[src/rtl/fss_pkg.sv]
// Shared types and codes of the fan speed shaper.
package fss_pkg;

    typedef enum logic [1:0] {
        FUNC_REQ  = 2'd0,
        FUNC_ACK  = 2'd1,
        FUNC_TACH = 2'd2,
        FUNC_NONE = 2'd3
    } t_func;

    typedef enum logic [1:0] {
        OP_REQ,
        OP_ACK,
        OP_TACH
    } t_op;

    typedef enum logic [2:0] {
        S_IDLE,
        S_MUL1,
        S_DIV1,
        S_MUL2,
        S_DIV2,
        S_OUT,
        S_TACH
    } t_state;

    typedef enum logic [2:0] {
        CFG_MAX_POWER       = 3'd0,
        CFG_OFF_BELOW       = 3'd1,
        CFG_STARTUP_VOLTAGE = 3'd2,
        CFG_KICK_TICKS      = 3'd3,
        CFG_MIN_INTERVAL    = 3'd4,
        CFG_STALL_LIMIT     = 3'd5
    } t_cfg_idx;

    typedef struct packed {
        logic [15:0] kick_ticks;
        logic [15:0] min_interval;
        logic [3:0]  stall_limit;
    } t_timing;

    localparam logic [15:0] KICK_TICKS_RST   = 16'd100;
    localparam logic [15:0] MIN_INTERVAL_RST = 16'd100;
    localparam logic [3:0]  STALL_LIMIT_RST  = 4'd10;
    localparam logic [3:0]  MISS_MAX         = 4'd15;

endpackage

[src/rtl/fan_speed_shaper.sv]
// Top level of the fan speed shaper: configuration registers, front end and back end.
// A speed request runs the shared multiplier and divider sequence and then sends none, one or two
// PWM commands; an acknowledge is taken in S_IDLE and a tach check passes through S_TACH;
// a two-entry queue behind the input lets transfers continue while the back end works, and a
// result register lets the back end go on while a result waits to be taken.
module fan_speed_shaper import fss_pkg::*; #(
    parameter int DUTY_BITS = 16,
    parameter int TIME_BITS = 32
) (
    input  logic                 i_clk,
    input  logic                 i_rst_n,
    input  logic                 i_cfg_we,
    input  logic [2:0]           i_cfg_index,
    input  logic [15:0]          i_cfg_data,
    input  logic                 i_in_valid,
    output logic                 o_in_stall,
    input  logic [1:0]           i_func,
    input  logic [DUTY_BITS-1:0] i_requested_speed,
    input  logic [TIME_BITS-1:0] i_request_time,
    input  logic [15:0]          i_tach_freq,
    output logic                 o_out_valid,
    input  logic                 i_out_stall,
    output logic                 o_result_kind,
    output logic [TIME_BITS-1:0] o_pwm_time,
    output logic [DUTY_BITS-1:0] o_pwm_duty,
    output logic                 o_last_of_run,
    output logic                 o_stall_fault,
    output logic [3:0]           o_miss_count
);

    localparam int SPD_BITS = (DUTY_BITS < 16) ? DUTY_BITS : 16;

    logic [DUTY_BITS-1:0] r_duty_cap;
    logic [DUTY_BITS-1:0] r_off_floor;
    logic [DUTY_BITS-1:0] r_startup_voltage;
    t_timing              r_timing;
    logic [DUTY_BITS-1:0] w_cfg_duty;

    logic                 w_q_valid;
    t_op                  w_q_op;
    logic [DUTY_BITS-1:0] w_q_speed;
    logic [TIME_BITS-1:0] w_q_time;
    logic                 w_q_tach_zero;
    logic                 w_q_pop;

    assign w_cfg_duty = DUTY_BITS'(i_cfg_data[SPD_BITS-1:0]);

    always_ff @(posedge i_clk) begin
        if (!i_rst_n) begin
            r_duty_cap            <= DUTY_BITS'({SPD_BITS{1'b1}});
            r_off_floor           <= '0;
            r_startup_voltage     <= '0;
            r_timing.kick_ticks   <= KICK_TICKS_RST;
            r_timing.min_interval <= MIN_INTERVAL_RST;
            r_timing.stall_limit  <= STALL_LIMIT_RST;
        end else if (i_cfg_we) begin
            unique case (t_cfg_idx'(i_cfg_index))
                CFG_MAX_POWER:       r_duty_cap            <= w_cfg_duty;
                CFG_OFF_BELOW:       r_off_floor           <= w_cfg_duty;
                CFG_STARTUP_VOLTAGE: r_startup_voltage     <= w_cfg_duty;
                CFG_KICK_TICKS:      r_timing.kick_ticks   <= i_cfg_data;
                CFG_MIN_INTERVAL:    r_timing.min_interval <= i_cfg_data;
                CFG_STALL_LIMIT:     r_timing.stall_limit  <= i_cfg_data[3:0];
                default: ;
            endcase
        end
    end

    fss_front #(
        .DUTY_BITS (DUTY_BITS),
        .TIME_BITS (TIME_BITS)
    ) u_front (
        .i_clk             (i_clk),
        .i_rst_n           (i_rst_n),
        .i_in_valid        (i_in_valid),
        .o_in_stall        (o_in_stall),
        .i_func            (i_func),
        .i_requested_speed (i_requested_speed),
        .i_request_time    (i_request_time),
        .i_tach_freq       (i_tach_freq),
        .o_q_valid         (w_q_valid),
        .o_q_op            (w_q_op),
        .o_q_speed         (w_q_speed),
        .o_q_time          (w_q_time),
        .o_q_tach_zero     (w_q_tach_zero),
        .i_q_pop           (w_q_pop)
    );

    fss_back #(
        .DUTY_BITS (DUTY_BITS),
        .TIME_BITS (TIME_BITS)
    ) u_back (
        .i_clk             (i_clk),
        .i_rst_n           (i_rst_n),
        .i_q_valid         (w_q_valid),
        .i_q_op            (w_q_op),
        .i_q_speed         (w_q_speed),
        .i_q_time          (w_q_time),
        .i_q_tach_zero     (w_q_tach_zero),
        .o_q_pop           (w_q_pop),
        .i_duty_cap        (r_duty_cap),
        .i_off_floor       (r_off_floor),
        .i_startup_voltage (r_startup_voltage),
        .i_timing          (r_timing),
        .o_out_valid       (o_out_valid),
        .i_out_stall       (i_out_stall),
        .o_result_kind     (o_result_kind),
        .o_pwm_time        (o_pwm_time),
        .o_pwm_duty        (o_pwm_duty),
        .o_last_of_run     (o_last_of_run),
        .o_stall_fault     (o_stall_fault),
        .o_miss_count      (o_miss_count)
    );

endmodule

[src/rtl/fss_front.sv]
// Front end: accepts items, classifies the function code and queues the work.
module fss_front import fss_pkg::*; #(
    parameter int DUTY_BITS = 16,
    parameter int TIME_BITS = 32
) (
    input  logic                 i_clk,
    input  logic                 i_rst_n,
    input  logic                 i_in_valid,
    output logic                 o_in_stall,
    input  logic [1:0]           i_func,
    input  logic [DUTY_BITS-1:0] i_requested_speed,
    input  logic [TIME_BITS-1:0] i_request_time,
    input  logic [15:0]          i_tach_freq,
    output logic                 o_q_valid,
    output t_op                  o_q_op,
    output logic [DUTY_BITS-1:0] o_q_speed,
    output logic [TIME_BITS-1:0] o_q_time,
    output logic                 o_q_tach_zero,
    input  logic                 i_q_pop
);

    localparam int SPD_BITS = (DUTY_BITS < 16) ? DUTY_BITS : 16;
    localparam int TIN_BITS = (TIME_BITS < 32) ? TIME_BITS : 32;
    localparam logic [1:0] DEPTH = 2'd2;

    t_op                  r_op    [2];
    logic [DUTY_BITS-1:0] r_speed [2];
    logic [TIME_BITS-1:0] r_time  [2];
    logic                 r_tzero [2];
    logic                 r_wr;
    logic                 r_rd;
    logic [1:0]           r_count;
    logic [1:0]           n_count;

    t_op                  w_op;
    logic                 w_keep;
    logic                 w_push;
    logic [DUTY_BITS-1:0] w_speed;
    logic [TIME_BITS-1:0] w_time;

    always_comb begin
        w_op   = OP_REQ;
        w_keep = 1'b1;
        unique case (t_func'(i_func))
            FUNC_REQ:  w_op = OP_REQ;
            FUNC_ACK:  w_op = OP_ACK;
            FUNC_TACH: w_op = OP_TACH;
            default:   w_keep = 1'b0;
        endcase
    end

    assign w_speed    = DUTY_BITS'(i_requested_speed[SPD_BITS-1:0]);
    assign w_time     = TIME_BITS'(i_request_time[TIN_BITS-1:0]);
    assign o_in_stall = (r_count == DEPTH);
    assign w_push     = i_in_valid && !o_in_stall && w_keep;

    always_comb begin
        n_count = r_count;
        if (w_push && !i_q_pop) begin
            n_count = r_count + 2'd1;
        end else if (!w_push && i_q_pop) begin
            n_count = r_count - 2'd1;
        end
    end

    always_ff @(posedge i_clk) begin
        if (!i_rst_n) begin
            r_wr    <= 1'b0;
            r_rd    <= 1'b0;
            r_count <= 2'd0;
        end else begin
            r_count <= n_count;
            if (w_push) begin
                r_wr <= ~r_wr;
            end
            if (i_q_pop) begin
                r_rd <= ~r_rd;
            end
        end
    end

    always_ff @(posedge i_clk) begin
        if (w_push) begin
            r_op[r_wr]    <= w_op;
            r_speed[r_wr] <= w_speed;
            r_time[r_wr]  <= w_time;
            r_tzero[r_wr] <= (i_tach_freq == 16'd0);
        end
    end

    assign o_q_valid     = (r_count != 2'd0);
    assign o_q_op        = r_op[r_rd];
    assign o_q_speed     = r_speed[r_rd];
    assign o_q_time      = r_time[r_rd];
    assign o_q_tach_zero = r_tzero[r_rd];

    a_count_bound: assert property (@(posedge i_clk) disable iff (!i_rst_n)
        r_count <= DEPTH)
        else $error("queue count beyond depth");

    a_pop_nonempty: assert property (@(posedge i_clk) disable iff (!i_rst_n)
        i_q_pop |-> (r_count != 2'd0))
        else $error("pop from empty queue");

    a_push_grows: assert property (@(posedge i_clk) disable iff (!i_rst_n)
        (w_push && !i_q_pop) |=> (r_count == $past(r_count) + 2'd1))
        else $error("push lost");

endmodule

[src/rtl/fss_back.sv]
// Back end: sequences duty shaping, command timing and tach checks onto the output.
module fss_back import fss_pkg::*; #(
    parameter int DUTY_BITS = 16,
    parameter int TIME_BITS = 32
) (
    input  logic                 i_clk,
    input  logic                 i_rst_n,
    input  logic                 i_q_valid,
    input  t_op                  i_q_op,
    input  logic [DUTY_BITS-1:0] i_q_speed,
    input  logic [TIME_BITS-1:0] i_q_time,
    input  logic                 i_q_tach_zero,
    output logic                 o_q_pop,
    input  logic [DUTY_BITS-1:0] i_duty_cap,
    input  logic [DUTY_BITS-1:0] i_off_floor,
    input  logic [DUTY_BITS-1:0] i_startup_voltage,
    input  t_timing              i_timing,
    output logic                 o_out_valid,
    input  logic                 i_out_stall,
    output logic                 o_result_kind,
    output logic [TIME_BITS-1:0] o_pwm_time,
    output logic [DUTY_BITS-1:0] o_pwm_duty,
    output logic                 o_last_of_run,
    output logic                 o_stall_fault,
    output logic [3:0]           o_miss_count
);

    localparam int PW = 2 * DUTY_BITS;
    localparam logic [DUTY_BITS-1:0] FULL = {DUTY_BITS{1'b1}};
    localparam logic [DUTY_BITS-1:0] HALF = FULL >> 1;

    t_state               r_state;
    t_state               n_state;

    logic [DUTY_BITS-1:0] r_speed;
    logic [TIME_BITS-1:0] r_req_time;
    logic                 r_tzero;
    logic [PW-1:0]        r_prod;
    logic [DUTY_BITS-1:0] r_v;
    logic [DUTY_BITS-1:0] r_duty;
    logic [TIME_BITS-1:0] r_tcmd;
    logic                 r_kick;

    logic [DUTY_BITS-1:0] r_computed;
    logic [DUTY_BITS-1:0] r_applied;
    logic [TIME_BITS-1:0] r_last_time;
    logic [3:0]           r_zero_reads;
    logic                 r_stopped;

    logic                 r_out_valid;
    logic                 r_out_kind;
    logic [TIME_BITS-1:0] r_out_time;
    logic [DUTY_BITS-1:0] r_out_duty;
    logic                 r_out_last;
    logic                 r_out_fault;
    logic [3:0]           r_out_miss;

    logic                 w_out_free;
    logic                 w_pop;
    logic                 w_load_kick;
    logic                 w_load_cmd;
    logic                 w_load_tach;
    logic                 w_same;

    logic [DUTY_BITS-1:0] w_ma;
    logic [DUTY_BITS-1:0] w_mb;
    logic [PW:0]          w_x;
    logic [PW:0]          w_s;
    logic [DUTY_BITS-1:0] w_q;
    logic [DUTY_BITS-1:0] w_v1;
    logic [DUTY_BITS-1:0] w_v2;
    logic [DUTY_BITS-1:0] w_vc;
    logic [DUTY_BITS-1:0] w_diff;
    logic                 w_kick;

    logic [TIME_BITS-1:0] w_add_a;
    logic [15:0]          w_add_b;
    logic [TIME_BITS:0]   w_sum;
    logic [TIME_BITS-1:0] w_sat;
    logic [TIME_BITS-1:0] w_tstart;

    logic [3:0]           w_zr_next;
    logic                 w_fault;

    assign w_out_free = !r_out_valid || !i_out_stall;

    // rounded fraction product divided by FULL: (x + (x >> n) + 1) >> n
    assign w_x = {1'b0, r_prod} + (PW + 1)'(HALF);
    assign w_s = w_x + (w_x >> DUTY_BITS) + (PW + 1)'(1);
    assign w_q = w_s[PW-1:DUTY_BITS];

    assign w_ma = (r_state == S_MUL1) ? (FULL - i_startup_voltage) : r_v;
    assign w_mb = (r_state == S_MUL1) ? r_speed : i_duty_cap;

    assign w_v1 = (i_startup_voltage != '0 && r_speed != '0) ?
                  (w_q + i_startup_voltage) : r_speed;
    assign w_v2 = (w_v1 < i_off_floor) ? '0 : w_v1;
    assign w_vc = (w_q > i_duty_cap) ? i_duty_cap : w_q;
    assign w_same = (w_vc == r_applied);

    assign w_diff = w_vc - r_applied;
    assign w_kick = (w_vc != '0) && (w_vc < i_duty_cap) && (i_timing.kick_ticks != 16'd0) &&
                    ((r_applied == '0) || ((w_vc > r_applied) && (w_diff > HALF)));

    // shared saturating time adder
    assign w_add_a  = (r_state == S_OUT) ? r_tcmd : r_last_time;
    assign w_add_b  = (r_state == S_OUT) ? i_timing.kick_ticks : i_timing.min_interval;
    assign w_sum    = {1'b0, w_add_a} + (TIME_BITS + 1)'(w_add_b);
    assign w_sat    = w_sum[TIME_BITS] ? {TIME_BITS{1'b1}} : w_sum[TIME_BITS-1:0];
    assign w_tstart = (r_req_time > w_sat) ? r_req_time : w_sat;

    always_comb begin
        w_zr_next = 4'd0;
        w_fault   = 1'b0;
        if (r_tzero && r_applied != '0) begin
            w_zr_next = (r_zero_reads < MISS_MAX) ? (r_zero_reads + 4'd1) : r_zero_reads;
            w_fault   = (w_zr_next >= i_timing.stall_limit);
        end
    end

    always_comb begin
        n_state = r_state;
        unique case (r_state)
            S_IDLE: begin
                if (i_q_valid) begin
                    unique case (i_q_op)
                        OP_REQ:  n_state = S_MUL1;
                        OP_TACH: n_state = S_TACH;
                        default: n_state = S_IDLE;
                    endcase
                end
            end
            S_MUL1: n_state = S_DIV1;
            S_DIV1: n_state = S_MUL2;
            S_MUL2: n_state = S_DIV2;
            S_DIV2: n_state = w_same ? S_IDLE : S_OUT;
            S_OUT: begin
                if (w_out_free && !r_kick) begin
                    n_state = S_IDLE;
                end
            end
            S_TACH: begin
                if (r_stopped || w_out_free) begin
                    n_state = S_IDLE;
                end
            end
            default: n_state = S_IDLE;
        endcase
    end

    always_comb begin
        w_pop       = 1'b0;
        w_load_kick = 1'b0;
        w_load_cmd  = 1'b0;
        w_load_tach = 1'b0;
        unique case (r_state)
            S_IDLE: w_pop = i_q_valid;
            S_OUT: begin
                w_load_kick = w_out_free && r_kick;
                w_load_cmd  = w_out_free && !r_kick;
            end
            S_TACH:  w_load_tach = w_out_free && !r_stopped;
            default: ;
        endcase
    end

    assign o_q_pop = w_pop;

    always_ff @(posedge i_clk) begin
        if (!i_rst_n) begin
            r_state      <= S_IDLE;
            r_computed   <= '0;
            r_applied    <= '0;
            r_last_time  <= '0;
            r_zero_reads <= 4'd0;
            r_stopped    <= 1'b0;
            r_out_valid  <= 1'b0;
            r_kick       <= 1'b0;
        end else begin
            r_state <= n_state;
            if (w_pop && i_q_op == OP_ACK) begin
                r_applied <= r_computed;
            end
            if (r_state == S_DIV2) begin
                r_computed <= w_vc;
                r_kick     <= w_kick;
            end
            if (w_load_kick) begin
                r_kick <= 1'b0;
            end
            if (w_load_cmd) begin
                r_last_time <= r_tcmd;
            end
            if (w_load_tach) begin
                r_zero_reads <= w_zr_next;
                if (w_fault) begin
                    r_stopped <= 1'b1;
                end
            end
            if (w_load_kick || w_load_cmd || w_load_tach) begin
                r_out_valid <= 1'b1;
            end else if (!i_out_stall) begin
                r_out_valid <= 1'b0;
            end
        end
    end

    always_ff @(posedge i_clk) begin
        if (w_pop) begin
            r_speed    <= i_q_speed;
            r_req_time <= i_q_time;
            r_tzero    <= i_q_tach_zero;
        end
        if (r_state == S_MUL1 || r_state == S_MUL2) begin
            r_prod <= w_ma * w_mb;
        end
        if (r_state == S_DIV1) begin
            r_v <= w_v2;
        end
        if (r_state == S_DIV2) begin
            r_duty <= w_vc;
            r_tcmd <= w_tstart;
        end
        if (w_load_kick) begin
            r_tcmd <= w_sat;
        end
        if (w_load_kick || w_load_cmd) begin
            r_out_kind  <= 1'b0;
            r_out_time  <= r_tcmd;
            r_out_duty  <= w_load_kick ? i_duty_cap : r_duty;
            r_out_last  <= w_load_cmd;
            r_out_fault <= 1'b0;
            r_out_miss  <= r_zero_reads;
        end
        if (w_load_tach) begin
            r_out_kind  <= 1'b1;
            r_out_time  <= '0;
            r_out_duty  <= r_applied;
            r_out_last  <= 1'b1;
            r_out_fault <= w_fault;
            r_out_miss  <= w_zr_next;
        end
    end

    assign o_out_valid   = r_out_valid;
    assign o_result_kind = r_out_kind;
    assign o_pwm_time    = r_out_time;
    assign o_pwm_duty    = r_out_duty;
    assign o_last_of_run = r_out_last;
    assign o_stall_fault = r_out_fault;
    assign o_miss_count  = r_out_miss;

    a_tach_time_zero: assert property (@(posedge i_clk) disable iff (!i_rst_n)
        (r_out_valid && r_out_kind) |-> (r_out_time == '0))
        else $error("tach status with nonzero time");

    a_kick_is_pwm: assert property (@(posedge i_clk) disable iff (!i_rst_n)
        (r_out_valid && !r_out_last) |-> !r_out_kind)
        else $error("non-final result that is not a PWM command");

    a_fault_stops: assert property (@(posedge i_clk) disable iff (!i_rst_n)
        (r_out_valid && r_out_fault) |-> r_stopped)
        else $error("stall fault without monitor stop");

    a_kick_in_out: assert property (@(posedge i_clk) disable iff (!i_rst_n)
        r_kick |-> (r_state == S_OUT))
        else $error("pending kick outside output state");

endmodule

[config.mk]
export PLATFORM = sky130hd
export DESIGN_NAME = fan_speed_shaper
export DESIGN_NICKNAME = d
export VERILOG_FILES = /design/src/rtl/fss_pkg.sv /design/src/rtl/fan_speed_shaper.sv /design/src/rtl/fss_front.sv /design/src/rtl/fss_back.sv
export SDC_FILE = /design/constraint.sdc
export NUM_CORES = 2
export LEC_CHECK = 0
export ABC_AREA = 0
export BUFFER_PORTS_ARGS = -buffer_cell sky130_fd_sc_hd__buf_2
export CAP_MARGIN = 10
export CORE_MARGIN = 5
export CORE_UTILIZATION = 40
export CTS_BUF_LIST = sky130_fd_sc_hd__clkbuf_4
export DETAILED_ROUTE_END_ITERATION = 8
export SYNTH_ARGS = -nofsm -noshare
export SYNTH_HDL_FRONTEND = slang
export SYNTH_SLANG_ARGS = --single-unit
[constraint.sdc]
create_clock -name i_clk -period 11.8 [get_ports i_clk]
set_input_delay 2.36 -clock i_clk [delete_from_list [all_inputs] [get_ports i_clk]]
set_output_delay 2.36 -clock i_clk [all_outputs]
set_load 0.1 [all_outputs]
==> impl_metrics.tcl <==
set metrics [dict create \
    drtPass1Iterations 6 \
    hp-class "flop to flop" \
    critical-path-max-stage-delay_ps 830 \
    fin_setup_tns_ps 0 \
    synth_area_leader_cell "edfxtp_1" \
    hold_violations 0 \
    rsz0062_at_grt "no" \
    grtUsageTotal_pct 21.3 \
    clk_latency_ps 940 \
    core_area_sq_um 80200 \
    cts_resized 0 \
    maxCapViolations 0 \
    nets 4145 \
    post_cts_buffers 0 \
    dieArea_sq_um 86200 \
    fp.dieW_microns 294 \
    crit_slowest_cell "o41ai_4" \
    synth_area_sq_um 32200 \
    io_buffers 146 \
    drtIter0Drc 2107 \
    top_layer "met5" \
    cp_top_family "simple AND/OR/NAND/NOR gates" \
    synth_area_leaders "edfxtp_1, dfxtp_1, fa_1" \
    num_vias 25500 \
    crit_top_cell "ha_1" \
    synth_nets 3957 \
    routed_via_density 5.33 \
    ys_types 82 \
    start_util_pct 40.1 \
    drc 0 \
    htree_levels 4 \
    cts_made_buffers 131 \
    setup_viol 0 \
    grt_pass1_wl_microns 143000 \
    hold_buffers 0 \
    totalWireLength_microns 93200 \
    gp_congestion 0.923 \
    slew_viol_final 0 \
    rows 104 \
    period_share_pct 81.1 \
    fmax_mhz 105 \
    wl_met2_microns 40100 \
    min_period_ps 9560 \
    yosysTopAreaCellShare_pct 25.0 \
    grt_start_max_net_pins 81 \
    path_clk_slew_ps 70 \
    wl_met3_microns 7800 \
    synth_area_per_cell_sq_um 9.41 \
    clockBufferDepth 3 \
    max-slew-margin-rel_pct 26.1 \
    antenna_found_initial 20 \
    layout_common_cells "nand2_1, inv_1, edfxtp_1, ha_1, a21oi_1" \
    synth-seq-cells 465 \
    ys.flop_type "edfxtp_1" \
    critPathBufInv 4 \
    cts-root-buf "clkbuf_4" \
    yosys_warnings 0 \
    final_common_cell "nand2_1" \
    routedWlPerCell_microns 19.5 \
    cts_tree "yes" \
    status "finished, final reports clean" \
    cp-end-kind "flop" \
    ant_nets 0 \
    die_y_microns 294 \
    clock-sinks 465 \
    drive_above_1_share_pct 13.9 \
    syn_to_final_growth_pct 11.3 \
    path_class "flop to flop" \
    arrival_ps 10340 \
    tightest_slew_ps 1110 \
    io_pins 147 \
    route.layer.met1.wl_microns 43100 \
    ys_seq_area_share_pct 37.3 \
    cp_data_required_time_ps 12580 \
    synth_cells 3418 \
    crit_fanout 22 \
    grt_pass1_vias 24500 \
    synth_enable_flop_cells 268 \
    skew_ps 53.2 \
    grt_overflow 0 \
    hpwlAfterDp_microns 69700 \
    synth-async-reset-ratio_pct 0 \
    start_kind "flop" \
]
## logic make-up after synthesis
| family | count (synthesis) | share of synthesized area (%) |
|---|---|---|
| compound gates | 562 | 10.9 |
| buf+inv | 478 | 5.62 |
| fa+ha+maj | 449 | 22.1 |
| mux | 136 | 4.51 |
| simple gates | 1224 | 16.8 |
| xor+xnor | 104 | 2.83 |
| flops | 465 | 37.3 |
## registers in the layout (all words and copies together), names as in the netlist, 3 cells and up, named ones only
| name | cells |
|---|---|
| u_front.r_time | 64 |
| r_timing | 36 |
| u_back.o_pwm_time | 32 |
| u_back.r_last_time | 32 |
| u_back.r_prod | 32 |
| u_back.r_req_time | 32 |
| u_back.r_tcmd | 32 |
| u_front.r_speed | 32 |
| r_duty_cap | 16 |
| r_off_floor | 16 |
| r_startup_voltage | 16 |
| u_back.o_pwm_duty | 16 |
| u_back.r_applied | 16 |
| u_back.r_computed | 16 |
| u_back.r_duty | 16 |
| u_back.r_speed | 16 |
| u_back.r_v | 16 |
| u_back.o_miss_count | 4 |
| u_back.r_zero_reads | 4 |
| u_front.r_op | 4 |
| u_back.r_state | 3 |
## path summary, 6_finish.rpt
kind | from | endpoint | slack (ps) | depth (start not counted)
max | u_back.r_prod[2]$_DFFE_PP_ | u_back.r_state[2]$_SDFFE_PN0P_ | 2240 | 30
min | u_back.o_result_kind$_SDFFE_PP1P_ | u_back.o_result_kind$_SDFFE_PP1P_ | 440 | 2
max reg2reg | u_back.r_prod[2]$_DFFE_PP_ | u_back.r_state[2]$_SDFFE_PN0P_ | 2240 | 30
min reg2reg | u_back.o_result_kind$_SDFFE_PP1P_ | u_back.o_result_kind$_SDFFE_PP1P_ | 440 | 2
## layout make-up
class	instances	area, sq um
multi-input cells	2475	18400
repair buffers	188	1050
inverters	345	1300
clock inverters	40	258
flip-flops and latches	465	12000
fillers	7925	44400
clock buffers	191	1430
well taps	1060	1330
diodes	11	27.5
## per-stage QoR
step / cell area, sq um / utilization [%] / hold slack (ps) / setup WS, ps / instances
after floorplan: 32200 / - / 436 / 2860 / 3418
after global placement: 34100 / 42.5 / 429 / 2620 / 4533
after detailed placement: 34100 / 42.5 / 432 / 2380 / 4533
after CTS: 35800 / 44.6 / 443 / 2380 / 4764
after global routing: 35800 / 44.6 / 464 / 1520 / 4766
final: 35800 / 44.6 / 437 / 2240 / 4775
## metal layers
metal	global-route usage [%]	vias to the layer above
li1	-	12100
met1	31.5	12300
met2	31.4	885
met3	5.01	158
met4	6.25	12
met5	0	-
## worst reg2reg max path, delay by kind of cell (launching register included)
| kind | cells | cell delay (ps) |
|---|---|---|
| xor+xnor | 1 | 420 |
| compound gates | 9 | 2970 |
| simple gates | 13 | 3920 |
| flops | 1 | 470 |
| buf+inv | 4 | 860 |
| fa+ha+maj | 3 | 810 |
## synthesized netlist by cell type, drive strengths merged (15+ instances only)
cell type,number
dfxtp,197
a21o,46
nor2,225
buf,19
a211oi,21
xnor2,70
xor2,34
nand3,42
nor3,58
fa,197
ha,252
o21ai,100
o211ai,29
clkbuf,114
nor4,33
nand4,29
and3,15
nor2b,34
a31oi,18
mux2,71
nand2b,20
o21a,40
a21oi,228
mux2i,65
inv,344
edfxtp,268
and2,37
nand2,674
Power is not shown: default switching activity piles up to over one toggle a cycle in this logic, so the estimate is an artifact.
